[config.mk]
export PLATFORM = sky130hd
export DESIGN_NAME = vn3d_sqrt_cell
export DESIGN_NICKNAME = d
export VERILOG_FILES = /design/src/vector_normalize_3d_defines.svh /design/src/vn3d_pkg.sv /design/src/vn3d_sqrt_cell.sv
export SDC_FILE = /design/constraint.sdc
export NUM_CORES = 1
export LEC_CHECK = 0
export ABC_AREA = 1
export BUFFER_PORTS_ARGS = -buffer_cell sky130_fd_sc_hd__buf_2
export CAP_MARGIN = 20
export CORE_AREA = 2 2 228 230
export DETAILED_ROUTE_END_ITERATION = 12
export DIE_AREA = 0 0 230 232
export REMOVE_ABC_BUFFERS = 1
export SLEW_MARGIN = 25
export SYNTH_ARGS = -nofsm -noshare
export SYNTH_HDL_FRONTEND = slang
export SYNTH_SLANG_ARGS = --single-unit
[constraint.sdc]
create_clock -name clk -period 2 [get_ports clk]
set_input_delay 0.3 -clock clk [delete_from_list [all_inputs] [get_ports clk]]
set_output_delay 0.3 -clock clk [all_outputs]
set_load 0.01 [all_outputs]
[src/vector_normalize_3d_defines.svh]
// Assertion macros for the vector normalizer
`ifndef VECTOR_NORMALIZE_3D_DEFINES_SVH
`define VECTOR_NORMALIZE_3D_DEFINES_SVH
`ifndef SYNTH
`define VN_ASSERT(lbl, clk, rst_n, prop, msg) \
	lbl: assert property (@(posedge clk) disable iff (!rst_n) prop) else $error(msg);
`define VN_ASSERT_NEXT(lbl, clk, rst_n, ante, cons, msg) \
	lbl: assert property (@(posedge clk) disable iff (!rst_n) (ante) |=> (cons)) else $error(msg);
`else
`define VN_ASSERT(lbl, clk, rst_n, prop, msg)
`define VN_ASSERT_NEXT(lbl, clk, rst_n, ante, cons, msg)
`endif
`endif

[src/vn3d_pkg.sv]
// Types and constants shared by the vector normalizer
package vn3d_pkg;
	localparam int CompW = 32;
	localparam int SumW  = 64;
	localparam int RootW = 32;
	localparam int FracShift = 30;
	localparam int DivW  = CompW + FracShift;

	typedef struct packed {
		logic signed [31:0] vec_x;
		logic signed [31:0] vec_y;
		logic signed [31:0] vec_z;
		logic signed [31:0] vec_w;
	} vec_in_t;

	typedef struct packed {
		logic signed [31:0] unit_x;
		logic signed [31:0] unit_y;
		logic signed [31:0] unit_z;
		logic signed [31:0] out_w;
		logic [31:0]        length;
		logic               zero_vector;
	} vec_out_t;
endpackage

[src/vn3d_sqrt_cell.sv]
// One restoring square root step: consumes two bits of the radicand per cell
module vn3d_sqrt_cell import vn3d_pkg::*; (
	input  logic              clk,
	input  logic [SumW-1:0]   rem_in,
	input  logic [RootW-1:0]  root_in,
	input  logic [SumW-1:0]   rad_in,
	input  logic [CompW-1:0]  mag_x_in,
	input  logic [CompW-1:0]  mag_y_in,
	input  logic [CompW-1:0]  mag_z_in,
	input  logic [2:0]        neg_in,
	input  logic [CompW-1:0]  w_in,
	output logic [SumW-1:0]   rem_out,
	output logic [RootW-1:0]  root_out,
	output logic [SumW-1:0]   rad_out,
	output logic [CompW-1:0]  mag_x_out,
	output logic [CompW-1:0]  mag_y_out,
	output logic [CompW-1:0]  mag_z_out,
	output logic [2:0]        neg_out,
	output logic [CompW-1:0]  w_out
);
	logic [SumW+1:0] rem_sh;
	logic [SumW+1:0] trial;
	logic [SumW+1:0] diff;

	always_comb begin
		rem_sh = {rem_in, rad_in[SumW-1 -: 2]};
		trial  = {{(SumW-RootW){1'b0}}, root_in, 2'b01};
		diff   = rem_sh - trial;
	end

	always_ff @(posedge clk) begin
		rad_out   <= rad_in << 2;
		mag_x_out <= mag_x_in;
		mag_y_out <= mag_y_in;
		mag_z_out <= mag_z_in;
		neg_out   <= neg_in;
		w_out     <= w_in;
		if (!diff[SumW+1]) begin
			rem_out  <= diff[SumW-1:0];
			root_out <= {root_in[RootW-2:0], 1'b1};
		end else begin
			rem_out  <= rem_sh[SumW-1:0];
			root_out <= {root_in[RootW-2:0], 1'b0};
		end
	end
endmodule

==> summary.txt <==
Synthesis
  • Top post-synthesis cells by count: 477 x nand2_1, 289 x dfxtp_1, 224 x inv_1
  • Post-synth top area share: 51.2%
  • Top-count cell post-synth: nand2_1
  • Post-synth EDFFs: 0
  • Post-synth ARST share: 0%
  • Synth Instances: 1,489
  • Post-Syn Area per Cell: 7.59 µm²
  • Seq/Total Area, Yosys: 51.2%
  • Top_reg_cell synth: dfxtp_1
  • Syn. warnings: 0
  • Cell taking the most area after synthesis: dfxtp_1
  • Synthesized cell area: 11,300 µm²
  • Register bit count reported by yosys: 289
  • Dominant cells by area after synthesis: dfxtp_1 51%, nand2_1 16%, nand3_1 8.2%, inv_1 7.4%, nor2_1 3.9%
  • Unique masters post-synth: 28

Worst setup path
  • Max incr delay on CP: 0.30 ns
  • Worst Path Required: 2.43 ns
  • Critical-path maximum fanout: 14
  • Family with the most delay on the worst path: simple AND/OR/NAND/NOR gates
  • Slowest stage cell, crit path: ha_2
  • Buf/Inv on CP: 6
  • CP Cell Sequence: buf_2, inv_1, ha_2, nand2_1, inv_1, a21oi_1, a21boi_2, nand2_1, inv_2, nand2_2, nand2_4, nand3_4, buf_12, buf_12, nand3_1, nand2_1
  • CP most frequent cell: nand2_1
  • Crit Path Class: input port to flip-flop
  • Crit end category: flip-flop
  • Critical Path AT: 2.33 ns
  • CP Launch Type: input port

Clock network
  • Clk root buf: clkbuf_16
  • Clock sink count: 289
  • CTS tree: built
  • CTS buffer count: 34
  • Clock Path Buffers: 3
  • CTS H-tree lvls: 2
  • Clock-pin slew on the worst setup and hold paths: 0.06 ns

Timing
  • WHS: 0.0293 ns
  • Crit path time final: 1.90 ns
  • Final Max Tran Viols: 0
  • Final Hold Viols: 0
  • Final period utilization: 95.2%
  • Setup Viol. Count Final: 0
  • Fmax: 525 MHz

Global routing
  • Vias in the first global route: 13,508
  • First-pass GRT wire length: 80.0 mm
  • Total GRT Usage: 19.9%
  • Grt total ovfl: 0
  • Pin count of the biggest net entering global routing: 54
  • Initial antenna violation count: 7

Placed design
  • Port Buffer Count: 580
  • GP Congestion: 0.953
  • DP Wirelength: 42.4 mm
  • Placement-stage cell area: 16,800 µm²

Routing
  • Detail Route Antenna Nets: 0
  • Vias per std cell: 4.11
  • First drt pass iteration count: 5
  • Initial DRC count: 738
  • DRC: 0
  • Routed WL: 56.2 mm
  • Wirelength per Cell: 17.2 µm
  • Via Count: 13,445

Status
  • Outcome: completed

Final layout
  • Design Area, Final: 20,600 µm²
  • Layout net count: 2,890
  • Share of cells above drive strength 1: 35.5%
  • Area grow syn2layout: 82.6%
  • # fillers: 5,153

Job
  • MaxCap Viol Count: 0

Floorplanning
  • Core area: 50,900 µm²
  • Die area: 53,400 µm²
  • I/O pins: 583
  • Starting Density: 22.2%
  • Die height: 232 µm
  • Rows: 83
  • Die X: 230 µm

Power
  • PD cells: 776 nW/µm²
  • Leakage: 11.0 nW
  • Highest ir drop seen on vdd: 454 µV

Worst hold path
  • Hold crit path type: input port to flip-flop
[placed cells by master (no fill, tap or decap), types with 2 or more instances in the layout]
master,n
xor2_1,30
nand3b_1,9
dlygate4sd3_1,238
inv_1,224
dfxtp_1,289
ha_1,25
buf_4,236
nand3_2,2
nor2_4,2
inv_6,3
a21oi_2,2
nand2_1,467
clkbuf_1,8
inv_2,2
buf_12,10
bufinv_16,4
nand4_1,17
nor3_1,21
ha_4,7
buf_2,580
nand3_1,185
nor2_1,113
a21oi_1,25
nor2_2,2
clkbuf_16,38
nand2_4,3
o21bai_1,4
clkbuf_8,4
nand2_2,10
conb_1,2
o21ai_0,8
clkinvlp_4,5
diode_2,6
[what timing repair did]
action	4_1_cts	5_1_grt
hold buffers	238	0
endpoints found under the hold margin	238	0
buffers inserted	0	0
gates resized for setup	0	35
setup endpoints to repair	0	65
[worst paths after layout]
kind / from / end / slack [ns] / cells past startpoint
worst max-delay path: root_in[30] / rem_out[22]$_DFF_P_ / 0.1 / 16
worst min-delay path: rem_in[12] / rem_out[14]$_DFF_P_ / 0.03 / 3
[per-layer routing]
metal | track usage [%] | part of all wire, % | vias to the layer above | routed length [µm]
li1 | - | - | 6761 | -
met4 | 11.2 | 6.2 | 0 | 3470
met1 | 20.8 | 37 | 6048 | 20800
met3 | 4.11 | 5.9 | 141 | 3310
met5 | 0 | 0 | - | 0
met2 | 36.9 | 51 | 495 | 28700
[final cells by class]
cell class	count	area, µm²	area share (%)
well taps	680	851	4.12
diodes	6	15.0	0.0728
clock inverters	13	195	0.946
multi-input cells	945	4630	22.5
flip-flops and latches	289	5790	28.0
repair buffers	1068	7340	35.6
inverters	227	852	4.13
clock buffers	47	961	4.66
[report_power, final]
| part | internal (mW) | switching (mW) | leakage (nW) |
|---|---|---|---|
| logic | 1.60 | 1.70 | 7.98 |
| registers | 6.15 | 0.128 | 2.44 |
| clock network | 3.91 | 2.53 | 0.546 |
[logic make-up (layout without fill, tap and decap cells)]
family | count (synthesis) | in the layout | share of synthesized area [%]
buffers and inverters | 256 | 1355 | 9.53
and+or+nand+nor | 837 | 837 | 31.2
DFF | 289 | 289 | 51.2
AOI/OAI and AO/OA | 42 | 42 | 1.99
other | 1 | 8 | 0.0332
xor gates and xnor gates | 31 | 31 | 2.40
adders and majority gates | 33 | 33 | 3.65
[stage by stage]
stage	setup TNS, ns	total power, mW	cells	utilization [%]	setup WS [ns]
global placement	-31.75	9.20	2967	33.0	-0.503
finish	0	16.0	3275	40.6	0.0959
floorplan	-71.47	7.49	1461	-	-1.10
CTS	0	16.1	3265	40.0	0.00568
detailed placement	-33.49	9.20	2967	33.0	-0.547
global route	-0.00615	16.7	3274	40.6	-0.00464
[sequential cells by signal, summed over array words and instances, names as in the netlist]
name       flops
w_out         32
rad_out       62
neg_out        3
root_out      32
rem_out       64
mag_y_out     32
mag_z_out     32
mag_x_out     32
No activity file was read; power rests on OpenSTA's default activity.
