## src/vector_normalize_3d_defines.svh

```systemverilog
// Assertion macros for the vector normalizer
`ifndef VECTOR_NORMALIZE_3D_DEFINES_SVH
`define VECTOR_NORMALIZE_3D_DEFINES_SVH
`ifndef SYNTH
`define VN_ASSERT(lbl, clk, rst_n, prop, msg) \
	lbl: assert property (@(posedge clk) disable iff (!rst_n) prop) else $error(msg);
`define VN_ASSERT_NEXT(lbl, clk, rst_n, ante, cons, msg) \
	lbl: assert property (@(posedge clk) disable iff (!rst_n) (ante) |=> (cons)) else $error(msg);
`else
`define VN_ASSERT(lbl, clk, rst_n, prop, msg)
`define VN_ASSERT_NEXT(lbl, clk, rst_n, ante, cons, msg)
`endif
`endif

```

## src/vn3d_pkg.sv

```systemverilog
// Types and constants shared by the vector normalizer
package vn3d_pkg;
	localparam int CompW = 32;
	localparam int SumW  = 64;
	localparam int RootW = 32;
	localparam int FracShift = 30;
	localparam int DivW  = CompW + FracShift;

	typedef struct packed {
		logic signed [31:0] vec_x;
		logic signed [31:0] vec_y;
		logic signed [31:0] vec_z;
		logic signed [31:0] vec_w;
	} vec_in_t;

	typedef struct packed {
		logic signed [31:0] unit_x;
		logic signed [31:0] unit_y;
		logic signed [31:0] unit_z;
		logic signed [31:0] out_w;
		logic [31:0]        length;
		logic               zero_vector;
	} vec_out_t;
endpackage

```

## src/vn3d_div_cell.sv

```systemverilog
// One restoring division step for the three components against a shared divisor
module vn3d_div_cell import vn3d_pkg::*; (
	input  logic              clk,
	input  logic [RootW-1:0]  den_in,
	input  logic [DivW-1:0]   num_x_in,
	input  logic [DivW-1:0]   num_y_in,
	input  logic [DivW-1:0]   num_z_in,
	input  logic [RootW:0]    rem_x_in,
	input  logic [RootW:0]    rem_y_in,
	input  logic [RootW:0]    rem_z_in,
	input  logic [2:0]        neg_in,
	input  logic [CompW-1:0]  w_in,
	output logic [RootW-1:0]  den_out,
	output logic [DivW-1:0]   num_x_out,
	output logic [DivW-1:0]   num_y_out,
	output logic [DivW-1:0]   num_z_out,
	output logic [RootW:0]    rem_x_out,
	output logic [RootW:0]    rem_y_out,
	output logic [RootW:0]    rem_z_out,
	output logic [2:0]        neg_out,
	output logic [CompW-1:0]  w_out
);
	function automatic logic [RootW:0] dstep(input logic [RootW:0] r, input logic b,
		input logic [RootW-1:0] d, output logic q);
		logic [RootW+1:0] sh;
		logic [RootW+1:0] df;
		begin
			sh = {r, b};
			df = sh - {2'b00, d};
			q  = !df[RootW+1];
			dstep = q ? df[RootW:0] : sh[RootW:0];
		end
	endfunction

	logic qx, qy, qz;
	logic [RootW:0] rx, ry, rz;

	always_comb begin
		rx = dstep(rem_x_in, num_x_in[DivW-1], den_in, qx);
		ry = dstep(rem_y_in, num_y_in[DivW-1], den_in, qy);
		rz = dstep(rem_z_in, num_z_in[DivW-1], den_in, qz);
	end

	always_ff @(posedge clk) begin
		den_out   <= den_in;
		neg_out   <= neg_in;
		w_out     <= w_in;
		rem_x_out <= rx;
		rem_y_out <= ry;
		rem_z_out <= rz;
		num_x_out <= {num_x_in[DivW-2:0], qx};
		num_y_out <= {num_y_in[DivW-2:0], qy};
		num_z_out <= {num_z_in[DivW-2:0], qz};
	end
endmodule
```

## config.mk

```make
export PLATFORM = sky130hd
export DESIGN_NAME = vn3d_div_cell
export DESIGN_NICKNAME = d
export VERILOG_FILES = /design/src/vector_normalize_3d_defines.svh /design/src/vn3d_pkg.sv /design/src/vn3d_div_cell.sv
export SDC_FILE = /design/constraint.sdc
export NUM_CORES = 1
export LEC_CHECK = 0
export BUFFER_PORTS_ARGS = -buffer_cell sky130_fd_sc_hd__clkbuf_2
export CORE_AREA = 10 10 268 270
export DETAILED_ROUTE_END_ITERATION = 16
export DIE_AREA = 0 0 278 280
export HOLD_SLACK_MARGIN = 0.02
export PLACE_DENSITY = 0.52
export SLEW_MARGIN = 20
export SYNTH_ARGS = -nofsm -noshare
export SYNTH_HDL_FRONTEND = slang
export SYNTH_SLANG_ARGS = --single-unit
```

## constraint.sdc

```tcl
create_clock -name clk -period 7.1 [get_ports clk]
set_input_delay 1.42 -clock clk [delete_from_list [all_inputs] [get_ports clk]]
set_output_delay 1.42 -clock clk [all_outputs]
set_load 0.03 [all_outputs]
```

==> results by group, run 1 <==
CTS
  – CTS Buf Count: 41
  – CTS resizes: 0
  – Clk sinks: 352
  – Clock slew at reported path FFs: 60 ps
  – H-tree Lvls: 2
  – Maximum buffer depth of the clock tree: 3
  – Post-CTS Setup Bufs: 0
  – Clock root cell: clkbuf_16
  – CTS tree: built
  – Post-CTS Hold Buffers: 0

Finish
  – Filler instances: 7028
  – Share of layout cells above drive strength 1: 0.448
  – Post-route insts no fill: 2819
  – Final non-filler cell area: 0.0192 mm2
  – # nets final: 2364
  – Area Growth Syn to Fin: 44.4%

GRT
  – Global routing's busiest layer: met2
  – Vias in the first global route: 12260
  – Antenna violations before repair: 31
  – Global-route wire length before repair: 92.4 mm
  – Total GRT Usage: 0.162
  – Largest net degree at the start of global routing: 26
  – Met2 Use GR: 0.326
  – Met3 Usage GRT: 0.0479
  – Met1 Use GR: 0.158
  – Gr ovfl total: 0

Synthesis
  – List of most frequent post-synthesis cells: dfxtp_1, ha_1, a21oi_1
  – Main synth FF type: dfxtp_1
  – Post-Synth XOR/XNOR Area: 0.0572
  – Post-synth EDFFs: 0
  – Syn Inst Count: 1183
  – Area of the mapped netlist: 0.0133 mm2
  – Synthesized area per cell: 11.3 um2
  – Yosys cell types: 69
  – Post-synth ARST share: 0
  – Dominant cell type by area after synthesis: dfxtp_1
  – Post-synth net total: 1635
  – Simple-Gate Fraction of Synth Area: 0.0754
  – Largest cells by area after synthesis: dfxtp_1, ha_1, mux2_2
  – Adder-Cell Fraction of Synth Area: 0.0946
  – Post-synthesis mux area share: 0.0824
  – Register area share after synthesis: 0.529
  – Compound-Gate Fraction of Synth Area: 0.136
  – Most instantiated library cell after synthesis: dfxtp_1
  – Post-synth top area share: 0.529
  – Synth warn: 0
  – Largest family of logic cells by synthesized area: compound AO/OA/AOI/OAI gates
  – FF+latch count, synth: 352

STA
  – Hold WS: 966 ps
  – Fin Setup TNS: 0 ps
  – Final setup violation count: 0
  – Fin crit share: 0.635
  – Max-slew violation count: 0
  – Final Hold Vio Count: 0
  – Fmax: 222 MHz
  – Least-Margin Pin Slew: 996 ps
  – Max_slew headroom: 0.336
  – RSZ-0062 raised after global routing: no
  – Min Tclk post-route: 4510 ps

Setup path
  – Worst Path Arrival: 4950 ps
  – CP Max Fanout: 25
  – CP required: 7540 ps
  – Crit path launch type: primary input
  – Element type at the critical path end: register
  – Critical path class: in2reg

Die
  – Placeable Area: 0.0666 mm2
  – Die area: 0.0778 mm2
  – Ports: 705
  – Initial Util: 0.200
  – Chip Width: 278 um
  – Overall die height: 280 um
  – Num rows: 95

Power and ir drop
  – PwrDens: 306 mW/mm2
  – Overall power: 5.89 mW
  – Peak supply drop: 0.128 mV
  – Leak Pwr: 9.60 nW

Routing
  – Pre-Repair DR Iteration Count: 5
  – DRC viols: 0
  – WL/cell: 23.6 um
  – Iter 0 DRT Violations: 483
  – Via count: 11918
  – Final wirelength: 66.5 mm
  – Drt via density: 4.23
  – Antenna viol nets, final: 0

Status
  – Status: finished clean

Worst hold path
  – Hold WC Path Type: in2reg

Placement
  – Placer Congestion: 0.863
  – Dpl hpwl: 57.7 mm
  – Area after DPL: 0.0179 mm2
  – IO buf count: 704
  – Placed insts: 2742

Job
  – Max Cap Viol: 0
==> sequential cells by signal, summed over array words and instances, names as in the netlist <==
| name | flops |
|---|---|
| neg_out | 3 |
| num_x_out | 62 |
| rem_y_out | 33 |
| num_z_out | 62 |
| w_out | 32 |
| num_y_out | 62 |
| rem_x_out | 33 |
| den_out | 32 |
| rem_z_out | 33 |
==> placed cells by master, fill, tap and decap left out, types with 4 or more instances in the layout <==
cell type,count
nand4_1,9
clkinv_4,4
o21ai_0,34
o31ai_1,4
o311ai_0,4
inv_1,57
mux2_4,25
xnor2_1,52
diode_2,5
clkbuf_2,704
a31o_2,5
nand2_1,36
o21bai_1,15
buf_4,5
and3_1,9
clkbuf_16,43
xor2_1,29
nand3_1,25
a211oi_1,8
ha_1,96
mux2_2,57
dfxtp_1,352
nor2b_1,13
o211ai_1,6
and2_1,6
nand2b_1,16
a31oi_1,10
or3_1,5
mux2i_1,7
o21a_1,12
nor3_1,14
a21o_1,53
nor2_1,65
clkbuf_8,4
a21oi_1,77
clkbuf_1,11
o21ai_1,5
==> cells by family after synthesis <==
| group | Yosys count |
|---|---|
| flops | 352 |
| compound gates | 271 |
| mux | 90 |
| simple gates | 207 |
| xor+xnor | 84 |
| fa+ha+maj | 99 |
| buf+inv | 80 |
==> path summary, 6_finish.rpt <==
path / cells past startpoint / start / slack (ps) / endpoint
worst max-delay path: 13 / den_in[1] / 2590 / rem_z_out[6]$_DFF_P_
worst min-delay path: 1 / num_y_in[31] / 970 / num_y_out[32]$_DFF_P_
==> worst max-delay path, cell delays in order <==
cell	delay, ps
clkbuf_2	180
inv_1	110
ha_1	280
nor2b_1	190
o2111ai_1	170
a21oi_1	380
o21ai_0	190
a21oi_1	300
a21oi_1	140
o21ai_1	330
xor2_4	420
buf_4	420
mux2_2	390
==> layout make-up <==
class / count / area [um2] / share of cell area
inverter: 57 / 214 / 0.0111
clock buffer: 58 / 1170 / 0.0609
antenna: 5 / 12.5 / 0.000650
sequential: 352 / 7050 / 0.366
timing repair buffer: 709 / 3560 / 0.185
multi-input combinational: 751 / 5970 / 0.310
clock inverter: 14 / 174 / 0.00904
tap: 873 / 1090 / 0.0568
==> where the power goes <==
| part | internal [mW] | switching, mW |
|---|---|---|
| combinational | 0.535 | 0.977 |
| sequential | 2.18 | 0.0754 |
| clock | 1.27 | 0.863 |
| total | 3.98 | 1.91 |
==> metal layers <==
metal  wire length, um  share of wire  up-vias
met4              1480          0.022       12
met3              4540          0.068      107
met2             37200           0.56      484
li1                  -              -     5659
met5                74         0.0011        -
met1             23300           0.35     5656
==> through the flow <==
stage / setup WS [ps] / util
2_1_floorplan: 3020 / -
3_3_place_gp: 2020 / 0.269
3_5_place_dp: 1940 / 0.269
4_1_cts: 2520 / 0.289
5_1_grt: 2250 / 0.289
6_report: 2590 / 0.289
No activity file was read; power rests on OpenSTA's default activity.
==> inputs of run 2 (changes only) <==
CORE_AREA = 10 10 264 266   (was 10 10 268 270)
DIE_AREA = 0 0 274 276   (was 0 0 278 280)
PLACE_DENSITY = 0.53   (was 0.52)
clock period = 4.4 ns   (was 7.1 ns; I/O delays follow)
==> run 2 against run 1 <==
Effect of this change:
- clock power grew 63%
- setup slack lost 2100 ps
- sequential share of layout area shrank 0.27 points
- combinational power grew 62%
- sequential power grew 61%
- critical path type unchanged
- largest cell class unchanged
- cell area grew 0.75%
- critical path depth grew 3
- non-clock buffer count grew 11
- utilization grew 1.3 points
- cell count shrank 0.18%
==> results by group, run 2 (synthesized netlist as in run 1, its figures left out) <==
Status
  – Status: finished clean (unchanged)

GRT
  – Largest net degree at the start of global routing: 30 (was 26)
  – Gr ovfl total: 0 (unchanged)
  – Total GRT Usage: 0.160 (was 0.162)
  – Global-route wire length before repair: 89.4 mm (was 92.4 mm)
  – Vias in the first global route: 12347 (was 12260)
  – Antenna violations before repair: 24 (was 31)

CTS
  – Maximum buffer depth of the clock tree: 3 (unchanged)
  – Clock slew at reported path FFs: 60 ps (about the same)
  – CTS Buf Count: 41 (unchanged)
  – Post-CTS Hold Buffers: 0 (unchanged)
  – Clock root cell: clkbuf_16 (unchanged)
  – Post-CTS Setup Bufs: 0 (unchanged)
  – H-tree Lvls: 2 (unchanged)
  – Clk sinks: 352 (unchanged)
  – CTS resizes: 0 (unchanged)
  – CTS tree: built (unchanged)

Power and ir drop
  – Peak supply drop: 0.205 mV (was 0.128 mV)
  – PwrDens: 492 mW/mm2 (was 306 mW/mm2)
  – Overall power: 9.55 mW (was 5.89 mW)
  – Leak Pwr: 9.68 nW (was 9.60 nW)

Worst hold path
  – Hold WC Path Type: in2reg (unchanged)
  – Hold Path Depth: 1 (unchanged)

Routing
  – Final wirelength: 63.7 mm (was 66.5 mm)
  – Pre-Repair DR Iteration Count: 5 (unchanged)
  – Drt via density: 4.22 (was 4.23)
  – Via count: 11875 (was 11918)
  – WL/cell: 22.6 um (was 23.6 um)
  – Iter 0 DRT Violations: 585 (was 483)
  – Antenna viol nets, final: 0 (unchanged)
  – DRC viols: 0 (unchanged)

Finish
  – Post-route insts no fill: 2814 (was 2819)
  – Share of layout cells above drive strength 1: 0.453 (was 0.448)
  – Filler instances: 6710 (was 7028)
  – Area Growth Syn to Fin: 45.4% (was 44.4%)
  – Most frequent cells in the layout: clkbuf_2, dfxtp_1, ha_1, a21oi_1, nor2_1 (unchanged)
  – Biggest regs: num_x_out (62), num_y_out (62), num_z_out (62) (unchanged)
  – Final non-filler cell area: 0.0194 mm2 (was 0.0192 mm2)
  – # nets final: 2375 (was 2364)
  – Leading cell type in the layout, fill and taps excluded: clkbuf_2 (unchanged)

STA
  – Final Hold Vio Count: 0 (unchanged)
  – Least-Margin Pin Slew: 795 ps (was 996 ps)
  – Max_slew headroom: 0.470 (was 0.336)
  – Min Tclk post-route: 3880 ps
  – Fin crit share: 0.883
  – RSZ-0062 raised after global routing: no (unchanged)
  – Final setup margin: 515 ps (was 2590 ps)
  – Final setup violation count: 0 (unchanged)
  – Max-slew violation count: 0 (unchanged)
  – Fmax: 257 MHz
  – Hold WS: 415 ps (was 966 ps)

Die
  – Ports: 705 (unchanged)
  – Placeable Area: 0.0641 mm2 (was 0.0666 mm2)
  – Initial Util: 0.208 (was 0.200)
  – Num rows: 93 (was 95)
  – Overall die height: 276 um (was 280 um)
  – Die area: 0.0756 mm2 (was 0.0778 mm2)
  – Chip Width: 274 um (was 278 um)

Placement
  – Placer Congestion: 0.860 (was 0.863)
  – Area after DPL: 0.0180 mm2 (was 0.0179 mm2)
  – Setup WS pre-CTS: -161 ps (was 1940 ps)
  – Dpl hpwl: 55.4 mm (was 57.7 mm)
  – IO buf count: 704 (unchanged)
  – Placed insts: 2735 (was 2742)

Setup path
  – CP required: 4840 ps (was 7540 ps)
  – Critical path class: in2reg (unchanged)
  – CP Max Fanout: 16 (was 25)
  – Crit path buf inv count: 5 (was 3)
  – Element type at the critical path end: register (unchanged)
  – Worst Path Arrival: 4330 ps (was 4950 ps)
  – CP cell instances: clkbuf_2 -> inv_1 -> buf_4 -> ha_1 -> nand3_1 -> nor2_1 -> nand3_1 -> a21oi_1 -> o21ai_1 -> buf_4 -> o21bai_1 -> a31o_2 -> xor2_4 -> buf_4 -> o211ai_1 -> o32a_1 (was clkbuf_2 -> inv_1 -> ha_1 -> nor2b_1 -> o2111ai_1 -> a21oi_1 -> o21ai_0 -> a21oi_1 -> a21oi_1 -> o21ai_1 -> xor2_4 -> buf_4 -> mux2_2)
  – Worst path depth: 16 (was 13)
  – Crit-path max cell delay: 390 ps (was 420 ps)
  – Delay-heaviest family, CP: compound AO/OA/AOI/OAI gates (unchanged)
  – Most frequent CP cell: buf_4 (was a21oi_1)
  – CP max stage cell: a21oi_1 (was xor2_4)
  – Crit path launch type: primary input (unchanged)

Job
  – Max Cap Viol: 0 (unchanged)
run 2: worst paths after layout:
path  slack [ps]         from                     to
max          520   den_in[15]  rem_x_out[31]$_DFF_P_
min          420  num_z_in[6]   num_z_out[7]$_DFF_P_
run 2: metrics by stage:
| stage | TNS, ps | util |
|---|---|---|
| floorplan | 0 | - |
| global placement | -1890 | 0.281 |
| detailed placement | -1180 | 0.281 |
| CTS | 0 | 0.302 |
| global route | 0 | 0.302 |
| finish | 0 | 0.302 |
run 2: area by class of cell:
class,instances,area [um2],share of cell area
Inverter,57,214,0.0110
Antenna cell,4,10.0,0.000516
Clock inverter,20,254,0.0131
Multi-Input combinational cell,751,5970,0.308
Sequential cell,352,7050,0.363
Tap cell,855,1070,0.0552
Timing Repair Buffer,720,3690,0.190
Clock buffer,55,1130,0.0582
run 2: routing by layer:
layer  track usage  vias up  wire length, um
li1              -     5691                -
met1         0.162     5607            22800
met2         0.302      475            33800
met3        0.0516       96             5250
met4        0.0497        6             1790
met5             0        -               41
run 2: report_power, final:
| part | switching (mW) | internal [mW] |
|---|---|---|
| combinational | 1.56 | 0.889 |
| clock | 1.41 | 2.06 |
| sequential | 0.111 | 3.51 |
